===== config.mk =====
export PLATFORM = sky130hd
export DESIGN_NAME = rotary_encoder_detent_decoder_flat
export DESIGN_NICKNAME = d
export VERILOG_FILES = /design/src/hdl/rotenc_pkg.sv /design/src/hdl/rotenc_item_if.sv /design/src/hdl/rotenc_result_if.sv /design/src/hdl/rotary_encoder_detent_decoder.sv /design/src/flat_wrapper.sv
export SDC_FILE = /design/constraint.sdc
export NUM_CORES = 1
export LEC_CHECK = 0
export BUFFER_PORTS_ARGS = -buffer_cell sky130_fd_sc_hd__buf_2
export CAP_MARGIN = 0
export CORE_ASPECT_RATIO = 0.7
export CORE_MARGIN = 1
export CORE_UTILIZATION = 55
export DETAILED_ROUTE_END_ITERATION = 12
export GPL_ROUTABILITY_DRIVEN = 0
export MAX_ROUTING_LAYER = met4
export PLACE_DENSITY = 0.73
export SYNTH_ARGS = -nofsm -noshare
export SYNTH_HDL_FRONTEND = slang
export SYNTH_SLANG_ARGS = --single-unit

===== constraint.sdc =====
create_clock -name clk_i -period 3.3 [get_ports clk_i]
set_input_delay 0 -clock clk_i [delete_from_list [all_inputs] [get_ports clk_i]]
set_output_delay 0 -clock clk_i [all_outputs]
set_load 0.005 [all_outputs]

===== src/hdl/rotenc_pkg.sv =====
// ----------------------------------------------------------------------------
// rotenc_pkg
// shared types and constants of the rotary encoder detent decoder
// ----------------------------------------------------------------------------
package rotenc_pkg;

  // event codes carried on the input channel, code 3 has no meaning
  typedef enum logic [1:0] {
    CMD_TICK   = 2'd0,
    CMD_ENC    = 2'd1,
    CMD_SWITCH = 2'd2
  } cmd_e;

  // rotation direction
  typedef enum logic [1:0] {
    DIR_STOPPED = 2'd0,
    DIR_CW      = 2'd1,
    DIR_CCW     = 2'd2
  } dir_e;

  localparam int unsigned DebounceW = 10;
  localparam int unsigned PosW      = 16;

  localparam logic [DebounceW-1:0] DebounceReset = 10'd50;
  localparam logic [1:0]           PulsesPerTurn = 2'd2;

  typedef logic [DebounceW-1:0]     debounce_t;
  typedef logic signed [PosW-1:0]   pos_t;

endpackage


===== src/hdl/rotenc_item_if.sv =====
// ----------------------------------------------------------------------------
// rotenc_item_if
// input event channel: valid/ready handshake with encoder and switch levels
// ----------------------------------------------------------------------------
interface rotenc_item_if;
  logic       valid;
  logic       ready;
  logic [1:0] command;
  logic       pin_a;
  logic       pin_b;
  logic       pin_switch;

  modport source (output valid, command, pin_a, pin_b, pin_switch, input ready);
  modport sink   (input valid, command, pin_a, pin_b, pin_switch, output ready);
endinterface


===== src/hdl/rotenc_result_if.sv =====
// ----------------------------------------------------------------------------
// rotenc_result_if
// result channel: valid/ready handshake with turn, press and position
// ----------------------------------------------------------------------------
interface rotenc_result_if;
  logic              valid;
  logic              ready;
  logic              turn_valid;
  logic [1:0]        turn_direction;
  logic              press_valid;
  logic signed [15:0] position;

  modport source (output valid, turn_valid, turn_direction, press_valid, position,
                  input ready);
  modport sink   (input valid, turn_valid, turn_direction, press_valid, position,
                  output ready);
endinterface


===== src/hdl/rotary_encoder_detent_decoder.sv =====
// ----------------------------------------------------------------------------
// rotary_encoder_detent_decoder
// quadrature encoder detent decoder with a debounced push switch
// ----------------------------------------------------------------------------
//  channel   dir  handshake     payload
//  item_i    in   valid/ready   command, pin_a, pin_b, pin_switch
//  result_o  out  valid/ready   turn_valid, turn_direction, press_valid, position
//  cfg       in   we only       debounce_ticks (10 bit)
//
//  one item per cycle sustained while the result is taken; an item passes through
//  the input register, then the result register
//  the decoder state is updated in the same cycle the result register loads
//  reset returns the valid flags and decoder state to their reset values, debounce_ticks to 50
//  a stalled result holds the input stage; the input stage still takes a new
//  item as long as the result register is empty or being taken
// ----------------------------------------------------------------------------
module rotary_encoder_detent_decoder (
  input  logic                  clk_i,
  input  logic                  rst_ni,
  input  logic                  cfg_we_i,
  input  rotenc_pkg::debounce_t cfg_wdata_i,
  rotenc_item_if.sink           item_i,
  rotenc_result_if.source       result_o
);
  import rotenc_pkg::*;

  // configuration register
  debounce_t debounce_q;

  always_ff @(posedge clk_i or negedge rst_ni) begin
    if (!rst_ni) begin
      debounce_q <= DebounceReset;
    end else if (cfg_we_i) begin
      debounce_q <= cfg_wdata_i;
    end
  end

  // input register stage
  logic       s1_valid_q;
  logic [1:0] s1_cmd_q;
  logic       s1_a_q, s1_b_q, s1_sw_q;
  logic       s1_adv;
  logic       in_xfer;

  // result register stage
  logic       out_valid_q;
  logic       out_turn_q;
  dir_e       out_dir_q;
  logic       out_press_q;
  pos_t       out_pos_q;

  // decoder state
  logic       sync_q,       sync_d;
  dir_e       dir_now_q,    dir_now_d;
  dir_e       dir_last_q,   dir_last_d;
  logic [1:0] pulse_q,      pulse_d;
  pos_t       pos_q,        pos_d;
  logic       sw_prev_q,    sw_prev_d;
  debounce_t  ignore_q,     ignore_d;
  logic       turn_d, press_d;

  // stage 1 moves on when the result register is free or being drained
  assign s1_adv       = s1_valid_q && (!out_valid_q || result_o.ready);
  assign item_i.ready = !s1_valid_q || s1_adv;
  assign in_xfer      = item_i.valid && item_i.ready;

  always_ff @(posedge clk_i or negedge rst_ni) begin
    if (!rst_ni) begin
      s1_valid_q <= 1'b0;
    end else if (item_i.ready) begin
      s1_valid_q <= item_i.valid;
    end
  end

  always_ff @(posedge clk_i) begin
    if (in_xfer) begin
      s1_cmd_q <= item_i.command;
      s1_a_q   <= item_i.pin_a;
      s1_b_q   <= item_i.pin_b;
      s1_sw_q  <= item_i.pin_switch;
    end
  end

  // event decode against current state
  always_comb begin
    logic       nxt;
    dir_e       last_n;
    logic [1:0] pulse_n;
    nxt        = ~sync_q;
    last_n     = dir_last_q;
    pulse_n    = pulse_q;
    sync_d     = sync_q;
    dir_now_d  = dir_now_q;
    dir_last_d = dir_last_q;
    pulse_d    = pulse_q;
    pos_d      = pos_q;
    sw_prev_d  = sw_prev_q;
    ignore_d   = ignore_q;
    turn_d     = 1'b0;
    press_d    = 1'b0;

    case (s1_cmd_q)
      CMD_TICK: begin
        // window counts down to zero and stays there
        if (ignore_q != '0) begin
          ignore_d = ignore_q - debounce_t'(1);
        end
      end
      CMD_ENC: begin
        if (s1_a_q == nxt && s1_b_q == sync_q) begin
          dir_now_d = DIR_CW;
        end else if (s1_b_q == nxt && s1_a_q == sync_q) begin
          dir_now_d = DIR_CCW;
        end else if (s1_a_q == sync_q && s1_b_q == sync_q) begin
          dir_now_d = DIR_STOPPED;
        end else begin
          // both pins at the next level: one pulse done
          if (dir_now_q == DIR_CW) begin
            pos_d  = pos_q + pos_t'(1);
            last_n = DIR_CW;
          end else if (dir_now_q == DIR_CCW) begin
            pos_d  = pos_q - pos_t'(1);
            last_n = DIR_CCW;
          end
          // a change of direction restarts the pulse pair
          if (last_n == dir_now_q) begin
            pulse_n = pulse_q + 2'd1;
          end else begin
            pulse_n = 2'd1;
          end
          if (pulse_n == PulsesPerTurn) begin
            pulse_n = 2'd0;
            turn_d  = 1'b1;
          end
          dir_last_d = last_n;
          pulse_d    = pulse_n;
          sync_d     = nxt;
        end
      end
      CMD_SWITCH: begin
        // falling edge counts only once the window has run out
        press_d = !s1_sw_q && sw_prev_q && (ignore_q == '0);
        if (s1_sw_q != sw_prev_q) begin
          ignore_d  = debounce_q;
          sw_prev_d = s1_sw_q;
        end
      end
      default: begin
        // unused code leaves the state alone
      end
    endcase
  end

  // state commits together with the result register load
  always_ff @(posedge clk_i or negedge rst_ni) begin
    if (!rst_ni) begin
      sync_q     <= 1'b0;
      dir_now_q  <= DIR_STOPPED;
      dir_last_q <= DIR_STOPPED;
      pulse_q    <= 2'd0;
      pos_q      <= '0;
      sw_prev_q  <= 1'b1;
      ignore_q   <= '0;
    end else if (s1_adv) begin
      sync_q     <= sync_d;
      dir_now_q  <= dir_now_d;
      dir_last_q <= dir_last_d;
      pulse_q    <= pulse_d;
      pos_q      <= pos_d;
      sw_prev_q  <= sw_prev_d;
      ignore_q   <= ignore_d;
    end
  end

  // result register
  always_ff @(posedge clk_i or negedge rst_ni) begin
    if (!rst_ni) begin
      out_valid_q <= 1'b0;
    end else if (s1_adv) begin
      out_valid_q <= 1'b1;
    end else if (result_o.ready) begin
      out_valid_q <= 1'b0;
    end
  end

  always_ff @(posedge clk_i) begin
    if (s1_adv) begin
      out_turn_q  <= turn_d;
      out_dir_q   <= dir_last_d;
      out_press_q <= press_d;
      out_pos_q   <= pos_d;
    end
  end

  assign result_o.valid          = out_valid_q;
  assign result_o.turn_valid     = out_turn_q;
  assign result_o.turn_direction = out_dir_q;
  assign result_o.press_valid    = out_press_q;
  assign result_o.position       = out_pos_q;

  // checks
  a_no_turn_and_press: assert property (@(posedge clk_i) disable iff (!rst_ni)
    out_valid_q |-> !(out_turn_q && out_press_q))
    else $error("turn and press on the same result");

  a_ready_when_drained: assert property (@(posedge clk_i) disable iff (!rst_ni)
    !out_valid_q |-> item_i.ready)
    else $error("input stalled with empty result register");

  a_turn_clears_pulses: assert property (@(posedge clk_i) disable iff (!rst_ni)
    (s1_adv && turn_d) |=> (pulse_q == 2'd0))
    else $error("pulse count not cleared after turn");

  a_position_step: assert property (@(posedge clk_i) disable iff (!rst_ni)
    1'b1 |=> (pos_q == $past(pos_q) || pos_q == $past(pos_q) + pos_t'(1) ||
              pos_q == $past(pos_q) - pos_t'(1)))
    else $error("position moved by more than one step");

  a_sync_flip_on_enc: assert property (@(posedge clk_i) disable iff (!rst_ni)
    (sync_q != $past(sync_q)) |-> $past(s1_adv && s1_cmd_q == CMD_ENC))
    else $error("sync level flipped without an encoder event");

endmodule

===== src/flat_wrapper.sv =====
// flat-port wrapper written by rule: the top's interface ports become plain ports
module rotary_encoder_detent_decoder_flat import rotenc_pkg::*;
  (clk_i, rst_ni, cfg_we_i, cfg_wdata_i, item_i_valid, item_i_command, item_i_pin_a, item_i_pin_b, item_i_pin_switch, item_i_ready, result_o_valid, result_o_turn_valid, result_o_turn_direction, result_o_press_valid, result_o_position, result_o_ready);
  rotenc_item_if item_i_i ();
  rotenc_result_if result_o_i ();
  input  logic clk_i;
  input  logic rst_ni;
  input  logic cfg_we_i;
  input  rotenc_pkg::debounce_t cfg_wdata_i;
  input wire logic [$bits(item_i_i.valid)-1:0] item_i_valid;
  input wire logic [$bits(item_i_i.command)-1:0] item_i_command;
  input wire logic [$bits(item_i_i.pin_a)-1:0] item_i_pin_a;
  input wire logic [$bits(item_i_i.pin_b)-1:0] item_i_pin_b;
  input wire logic [$bits(item_i_i.pin_switch)-1:0] item_i_pin_switch;
  output wire logic [$bits(item_i_i.ready)-1:0] item_i_ready;
  output wire logic [$bits(result_o_i.valid)-1:0] result_o_valid;
  output wire logic [$bits(result_o_i.turn_valid)-1:0] result_o_turn_valid;
  output wire logic [$bits(result_o_i.turn_direction)-1:0] result_o_turn_direction;
  output wire logic [$bits(result_o_i.press_valid)-1:0] result_o_press_valid;
  output wire logic [$bits(result_o_i.position)-1:0] result_o_position;
  input wire logic [$bits(result_o_i.ready)-1:0] result_o_ready;
  assign item_i_i.valid = item_i_valid;
  assign item_i_i.command = item_i_command;
  assign item_i_i.pin_a = item_i_pin_a;
  assign item_i_i.pin_b = item_i_pin_b;
  assign item_i_i.pin_switch = item_i_pin_switch;
  assign item_i_ready = item_i_i.ready;
  assign result_o_valid = result_o_i.valid;
  assign result_o_turn_valid = result_o_i.turn_valid;
  assign result_o_turn_direction = result_o_i.turn_direction;
  assign result_o_press_valid = result_o_i.press_valid;
  assign result_o_position = result_o_i.position;
  assign result_o_i.ready = result_o_ready;
  rotary_encoder_detent_decoder u_core (.clk_i(clk_i), .rst_ni(rst_ni), .cfg_we_i(cfg_we_i), .cfg_wdata_i(cfg_wdata_i), .item_i(item_i_i), .result_o(result_o_i));
endmodule

==> results of run 1 <==
-- repair_timing --
item,CTS,global route
hold buffers,19,0
endpoints found under the hold margin,59,0
gates resized for setup,0,0
-- cell usage after synthesis (all sizes together) (6+ instances only) --
library cell and number:
dfrtp 42, nand2 26, edfxtp 25, o21ai 25, a21oi 21, nor2 21
xor2 17, xnor2 14, clkbuf 12, mux2 12, nand3 12, nor3 12
inv 10, nand2b 7, and2 6
-- registers in the layout, indices dropped and copies added (netlist names), 2 cells and up --
name / count
u_core.pulse_q: 2
u_core.pos_q: 16
u_core.dir_now_q: 2
u_core.result_o.turn_direction: 2
u_core.debounce_q: 10
u_core.dir_last_q: 2
u_core.result_o.position: 16
u_core.s1_cmd_q: 2
u_core.ignore_q: 10
-- cell families (layout without fill, tap and decap cells) --
group / count (synthesis) / after routing / share of synthesized area
compound gates: 76 / 76 / 0.131
xor+xnor: 31 / 31 / 0.0733
fa+ha+maj: 4 / 4 / 0.0135
buf+inv: 28 / 87 / 0.0409
flops: 71 / 71 / 0.515
mux: 13 / 13 / 0.0392
simple gates: 121 / 121 / 0.187
-- worst paths after layout --
check | from | to | slack [ns]
max | u_core.sw_prev_q | u_core.ignore_q[9] | 0.82
min | cfg_we_i | u_core.debounce_q[0] | 0.09
max reg2reg | u_core.sw_prev_q | u_core.ignore_q[9] | 0.82
min reg2reg | u_core.pos_q[15] | u_core.pos_q[15] | 0.50
max in group asynchronous | rst_ni | u_core.pos_q[1] | 2.28
min in group asynchronous | rst_ni | u_core.ignore_q[6] | 0.37
-- metal layers --
metal,GRT usage,share of wire,vias up
met5,-,0,-
met4,0.0725,0.014,0
met3,0.0781,0.064,10
met2,0.343,0.43,100
met1,0.353,0.49,1308
li1,-,-,1352
-- layout by cell type, fill, tap and decap left out, types with 5 or more instances in the layout --
master	n
o21ai_0	11
o21ai_1	13
or3_1	5
mux2_2	11
inv_1	10
dlygate4sd3_1	19
nand2_1	25
nor2_1	21
nand2b_1	7
buf_2	41
a21oi_1	21
o22ai_1	5
nand3_1	12
xnor2_1	14
clkbuf_8	9
xor2_1	17
edfxtp_1	25
and2_1	5
dfrtp_1	42
nor3_1	9
nor2b_1	5
-- power breakdown --
| group | switching [uW] | leakage, uW | total [uW] | internal (uW) |
|---|---|---|---|---|
| sequential | 143 | 0.000799 | 1210 | 1070 |
| clock | 327 | 0.000117 | 823 | 496 |
| combinational | 272 | 0.000942 | 507 | 236 |
-- through the flow --
step	power [uW]	setup WS (ns)
after floorplan	1560	1.19
after global placement	1680	1.04
after detailed placement	1700	0.865
after CTS	2540	0.815
after global routing	2680	0.528
final	2540	0.820
-- area by class of cell --
cell class | count | area [um2]
Inverter | 10 | 37.5
Multi-Input combinational cell | 245 | 1650
Tap cell | 91 | 114
Fill cell | 499 | 2020
Clock inverter | 7 | 111
Timing Repair Buffer | 61 | 403
Clock buffer | 9 | 124
Sequential cell | 71 | 1910
-- critical path: cells and delay by family, from the launching register on --
kind                     cells  cell delay, ns
adder cells (fa/ha/maj)      1            0.25
AO/OA/AOI/OAI                4            1.45
flip-flops                   1            0.54
AND/OR/NAND/NOR              1            0.16
==> impl_metrics.yaml, run 1 <==
place:
  dpl_cell_area_um2: 3920
  placed_cells: 459
  io_buffers: 41
  hpwl_um: 4890
clock_network:
  htreeDepth: 3
  cts_buffers: 9
  worstSkewPairLatency_ns: 0.35
  clk_pin_slew_worst_paths_ns: 0.08
  clk_path_buf_depth: 2
  cts_tree: "done"
  root_buffer: "clkbuf_8"
  post_cts.repair.setup_buffers: 0
  cts.sinks: 71
power:
  leakagePower_uw: 0.00186
  max-vdd-ir-drop_uv: 422
  power_density_nw_per_um2: 586
floorplan:
  core_um2: 6370
  start_util: 0.582
  std_cell_rows: 24
  die_w_um: 100
  ios: 42
  design.die.area_um2: 7070
  dieHeight_um: 70.7
sta:
  setup_violations: 0
  fin_skew_ns: 0.00545
  tns_ns: 0
  hold_viol: 0
  slew_violations: 0
  holdWs_ns: 0.0941
  slew_headroom: 0.303
  fmax_mhz: 403
  worst-slew-pin-transition_ns: 1.05
  min_period_ns: 2.48
  post-route-period-util: 0.752
  rsz0062_at_grt: "false"
drt:
  viasPerCell: 5.61
  antenna_left: 0
  drc: 0
  num_vias: 2770
  wl_um: 7530
  drtIter0Drc: 199
  wl_per_cell_um: 15.2
  drtPass1Iterations: 4
yosys:
  yosys.cell_types.count: 66
  synthFlopType: "dfrtp_1"
  yosys.area.top_type: "dfrtp_1"
  synth_edf_count: 25
  synth_nets: 368
  syn_area_per_cell_um2: 10.8
  synth_area_leaders: "dfrtp_1 (28%), edfxtp_1 (20%), xor2_1 (4.0%)"
  syn_area_um2: 3700
  syn_inst: 344
  yosysSeqAreaShare: 0.515
  yosys_warnings: 0
  async_reset_ff_frac: 0.648
  ys_ff_latch: 71
  synth_top_cell_area_share: 0.284
final_layout:
  fin_nets: 422
  layoutNonFillerInstCount: 494
  fin_area_um2: 4340
  diodes: 0
  utilization: 0.682
  syn2layout_area_growth_pct: 17.2
  drive_gt1_frac: 0.216
worst_setup_path:
  worstPathMaxFanout: 15
  worst-endpoint-arrival_ns: 2.75
  slowest_delay_ns: 0.84
  reg2reg_depth: 6
  required_ns: 3.57
  worst_path_most_repeated_cell: "a21oi_1"
  start_kind: "flop"
  worstPathCellList: "ha_1 -> a21oi_1 -> nand3_1 -> a21oi_1 -> o21ai_0 -> o21ai_1"
  worstSetupPathType: "reg -> reg"
  end_kind: "flop"
  cp_slowest_cell: "a21oi_1"
grt:
  grt_start_max_net_pins: 47
  grt_pass1_vias: 2631
  grt_pass1_wl_um: 13000
  antenna_found_initial: 0
  gr-total-overflow: 0
  track_usage: 0.249
worst_hold_path:
  min_path_type: "in -> reg"
  min_delay_path_depth: 2
run:
  drv_cap: 0
run_status:
  outcome: "completed"
(Power assumes the default switching activity.)
==> inputs of run 2 (changes only) <==
Clock period 3.3 ns to 2.45 ns, I/O delays scaled along.
==> run 2 against run 1 <==
  * Critical path depth fell by 1
  * Fmax up 13%
  * First-iteration DRC count up 17%
  * Design area about the same
  * Sequential cell count unchanged
  * Setup slack got worse by 0.56 ns
  * Critical endpoint is now u_core.result_o.position[15]
  * Highest routed layer unchanged
==> impl_metrics.yaml, run 2 (same netlist as run 1, synthesis figures left out) <==
worst_setup_path:
  crit_family: "simple AND/OR/NAND/NOR gates"
  start_kind: "flop"
  worst_path_most_repeated_cell: "or4_4"
  worstPathMaxFanout: 8
  crit_buf_inv: 0
  slowest_delay_ns: 0.56
  required_ns: 2.55
  worst-endpoint-arrival_ns: 2.29
  reg2reg_depth: 5
  rr_startpoint: "u_core.pos_q[8]"
  cp_slowest_cell: "or4_4"
  worstPathCellList: "or4_4 -> or4_4 -> nor3_4 -> o21ai_1 -> xnor2_1"
  r2r_slack_ns: 0.26
  r2r-end: "u_core.result_o.position[15]"
  worstSetupPathType: "reg -> reg"
  end_kind: "flop"
run_status:
  outcome: "completed"
clock_network:
  cts.sinks: 71
  root_buffer: "clkbuf_8"
  clk_pin_slew_worst_paths_ns: 0.07
  worstSkewPairLatency_ns: 0.35
  cts_buffers: 9
  cts_tree: "done"
  clk_path_buf_depth: 2
  htreeDepth: 3
worst_hold_path:
  hold_path_end: "u_core.debounce_q[1]"
  min_path_type: "in -> reg"
  hold_start: "cfg_we_i"
  min_delay_path_depth: 2
grt:
  antenna_found_initial: 0
  grt_pass1_wl_um: 13000
  grt_start_max_net_pins: 26
  gr-total-overflow: 0
  grt_pass1_vias: 2593
  track_usage: 0.251
drt:
  wl_um: 7800
  antenna_left: 0
  drtPass1Iterations: 4
  drc: 0
  wl_per_cell_um: 15.5
  drtIter0Drc: 232
  num_vias: 2828
  viasPerCell: 5.62
place:
  dp_slack_ns: 0.117
  dpl_cell_area_um2: 3990
  hpwl_um: 5340
  io_buffers: 41
power:
  total_power_uw: 3130
  power_density_nw_per_um2: 721
  leakagePower_uw: 0.00187
  max-vdd-ir-drop_uv: 462
floorplan:
  ios: 42
  dieHeight_um: 70.7
  die_w_um: 100
  std_cell_rows: 24
  core_um2: 6370
  start_util: 0.582
  design.die.area_um2: 7070
sta:
  post-route-period-util: 0.892
  slew_violations: 0
  fin_skew_ns: 0.00986
  layout_setup_ws_ns: 0.264
  worst-slew-pin-transition_ns: 0.829
  min_period_ns: 2.19
  tns_ns: 0
  rsz0062_at_grt: "false"
  hold_viol: 0
  fmax_mhz: 457
  setup_violations: 0
  slew_headroom: 0.447
final_layout:
  final_common_cell: "dfrtp_1"
  syn2layout_area_growth_pct: 17.2
  diodes: 0
  mostFrequentLayoutCells: "dfrtp_1 (42), buf_2 (41), nand2_1 (25), edfxtp_1 (25), nor2_1 (21)"
  n_fill_cell: 524
  fin_nets: 431
  drive_gt1_frac: 0.226
  fin_area_um2: 4340
run:
  drv_cap: 0
[run 2: changes by cell type in the layout (fill, tap and decap cells not counted)]
cell,before,now
clkbuf_8,9,10
clkbuf_1,0,4
bufinv_16,3,0
a21oi_2,0,1
a21oi_1,21,20
clkinvlp_4,1,0
buf_4,1,10
clkinv_2,2,1
[run 2: cell type report]
cell class / instances / area [um2] / area share
inverters: 10 / 37.5 / 0.00865
flip-flops and latches: 71 / 1910 / 0.439
repair buffers: 70 / 470 / 0.108
well taps: 91 / 114 / 0.0262
clock buffers: 14 / 153 / 0.0352
clock inverters: 2 / 8.76 / 0.00202
multi-input cells: 245 / 1650 / 0.380
[run 2: what timing repair did]
action                     4_1_cts  5_1_grt
gates resized for setup          0        1
hold buffers                    19        0
buffers inserted                 0        0
setup endpoints to repair        0        8
hold endpoints to repair        40        0
[run 2: how the worst max path moves through the flow]
stage | startpoint | endpoint | slack, ns | depth (start not counted)
after floorplan | u_core.pos_q[8] | u_core.result_o.position[15] | 0.34 | 6
after global placement | u_core.sw_prev_q | u_core.ignore_q[9] | 0.20 | 6
after detailed placement | u_core.sw_prev_q | u_core.ignore_q[7] | 0.12 | 6
after CTS | u_core.sw_prev_q | u_core.ignore_q[7] | 0.09 | 6
after global routing | u_core.dir_now_q[0] | u_core.result_o.position[15] | 0.10 | 5
final | u_core.pos_q[8] | u_core.result_o.position[15] | 0.26 | 5
[run 2: metrics by stage]
stage,util,instances,hold slack (ns)
final,0.682,503,0.111
after global routing,0.682,503,0.103
after CTS,0.681,503,0.101
after detailed placement,0.626,468,0.0576
after global placement,0.626,468,0.0622
after floorplan,-,344,-0.296
[run 2: power breakdown]
group          switching, uW  internal [uW]  leakage (uW)
registers                193           1440      0.000799
logic                    361            326      0.000986
clock network            417            392     0.0000821
[run 2: metal layers]
metal	GRT usage	wire length (um)	share of wire	vias up
met1	0.363	3900	0.50	1360
met2	0.349	3440	0.44	88
met3	0.0692	378	0.048	8
li1	-	-	-	1372
met4	0.0644	76	0.0097	0
met5	-	0	0	-
==> inputs of run 3 (changes only) <==
Settings changed: CAP_MARGIN 0 to unset, CORE_UTILIZATION 55 to 40, GPL_ROUTABILITY_DRIVEN 0 to unset, PLACE_DENSITY 0.73 to 0.55.
==> run 3 against run 2 <==
  * Critical path depth is the same
  * Setup slack lost 0.078 ns
  * Clock power grew 66%
  * Sequential power is essentially flat
  * Critical endpoint unchanged
  * Register-to-register slack lost 0.08 ns
  * Via count shrank 2.1%
  * Global-route usage shrank 5.4 points
  * Highest routed layer unchanged
==> impl_metrics.yaml, run 3 (same netlist as run 1, synthesis figures left out) <==
clock_network:
  cts_tree: "done"
  htreeDepth: 3
  worstSkewPairLatency_ns: 0.34
  clk_path_buf_depth: 2
  clk_pin_slew_worst_paths_ns: 0.06
  post_cts.repair.setup_buffers: 0
  root_buffer: "clkbuf_16"
  cts_buffers: 9
  cts.sinks: 71
final_layout:
  mostFrequentLayoutCells: "dfrtp_1 (42), buf_2 (41), nand2_1 (25), edfxtp_1 (25), nor2_1 (21)"
  fin_nets: 430
  drive_gt1_frac: 0.231
  syn2layout_area_growth_pct: 21.6
  fin_area_um2: 4510
  diodes: 0
  final_common_cell: "dfrtp_1"
  layoutNonFillerInstCount: 531
worst_setup_path:
  cp_slowest_cell: "nor2b_1"
  rr_startpoint: "u_core.dir_now_q[0]"
  crit_buf_inv: 0
  worstPathCellList: "nor2b_1 -> nand3_1 -> o31ai_2 -> o21ai_1 -> xnor2_1"
  slowest_delay_ns: 0.74
  required_ns: 2.54
  worstPathMaxFanout: 12
  setup.worst_path.start: "u_core.dir_now_q[0]"
  end_kind: "flop"
  worstSetupPathType: "reg -> reg"
  crit_family: "simple AND/OR/NAND/NOR gates"
  start_kind: "flop"
  r2r_slack_ns: 0.19
  worst-endpoint-arrival_ns: 2.36
place:
  routabilityCongestion: 0.773
  hpwl_um: 5330
  dpl_cell_area_um2: 4020
  placed_cells: 497
  io_buffers: 41
grt:
  gr-total-overflow: 0
  grt_pass1_vias: 2588
  track_usage: 0.197
  antenna_found_initial: 0
  grt_start_max_net_pins: 47
  grt_pass1_wl_um: 13300
drt:
  viasPerCell: 5.22
  wl_um: 7990
  drc: 0
  num_vias: 2770
  drtIter0Drc: 157
  drtPass1Iterations: 4
  antenna_left: 0
  wl_per_cell_um: 15.1
floorplan:
  std_cell_rows: 28
  die_w_um: 117
  dieHeight_um: 82.5
  core_um2: 8720
  ios: 42
  start_util: 0.425
  design.die.area_um2: 9660
sta:
  tns_ns: 0
  setup_violations: 0
  rsz0062_at_grt: "false"
  min_period_ns: 2.26
  worst-slew-pin-transition_ns: 0.863
  hold_viol: 0
  slew_violations: 0
  post-route-period-util: 0.924
  slew_headroom: 0.424
  fin_skew_ns: 0.00638
  holdWs_ns: 0.0372
  fmax_mhz: 442
worst_hold_path:
  hold_start: "result_o_ready"
  min_path_type: "in -> reg"
run_status:
  outcome: "completed"
power:
  power_density_nw_per_um2: 814
  leakagePower_uw: 0.00193
  max-vdd-ir-drop_uv: 365
run:
  drv_cap: 0
## run 3: cell count changes in the layout (fill, tap and decap cells not counted)
| cell | delta |
|---|---|
| bufinv_16 | +1 |
| clkbuf_1 | -1 |
| clkbuf_16 | +10 |
| clkbuf_8 | -10 |
| clkinv_1 | -1 |
| clkinv_2 | +1 |
| dlygate4sd3_1 | -1 |
## run 3: cell type report
cell class | count | area (um2)
clock inverters | 3 | 40.0
inverters | 10 | 37.5
repair buffers | 69 | 460
fillers | 784 | 4220
multi-input cells | 245 | 1650
clock buffers | 13 | 262
well taps | 120 | 150
flip-flops and latches | 71 | 1910
## run 3: per-layer routing
metal  track usage  up-vias  routed length (um)
li1              -     1365                   -
met3        0.0547        8                 559
met4        0.0785        0                  62
met1         0.287     1317                4230
met2         0.253       80                3140
met5             -        -                   0
## run 3: power breakdown
part	switching [uW]	internal, uW	total [uW]
clock	490	847	1340
combinational	370	330	700
sequential	187	1440	1630
total	1050	2620	3670
## run 3: worst min-delay path: cells and delay by family
| family | cells | cell delay [ns] |
|---|---|---|
| AND/OR/NAND/NOR | 2 | 0.26 |
| buffers and inverters | 1 | 0.09 |
## run 3: worst paths after layout
check                                          endpoint  depth (start not counted)
setup / recovery           u_core.result_o.position[15]                          5
hold / removal                    u_core.result_o.valid                          3
setup reg to reg           u_core.result_o.position[15]                          5
hold reg to reg                       u_core.pulse_q[1]                          1
max in group asynchronous               u_core.pos_q[2]                          3
min in group asynchronous              u_core.pos_q[15]                          3
## run 3: metrics by stage
step           worst slack, ns  utilization  total power (uW)
2_1_floorplan            0.344            -              2110
3_3_place_gp             0.153        0.461              2300
3_5_place_dp            0.0989        0.461              2320
4_1_cts                 0.0907        0.516              3690
5_1_grt                 0.0344        0.517              3870
6_report                 0.186        0.517              3670
## run 3: timing repair
item | in CTS | in global routing
setup endpoints to repair | 0 | 8
gates resized for setup | 0 | 1
hold endpoints to repair | 58 | 0
hold buffers | 18 | 0
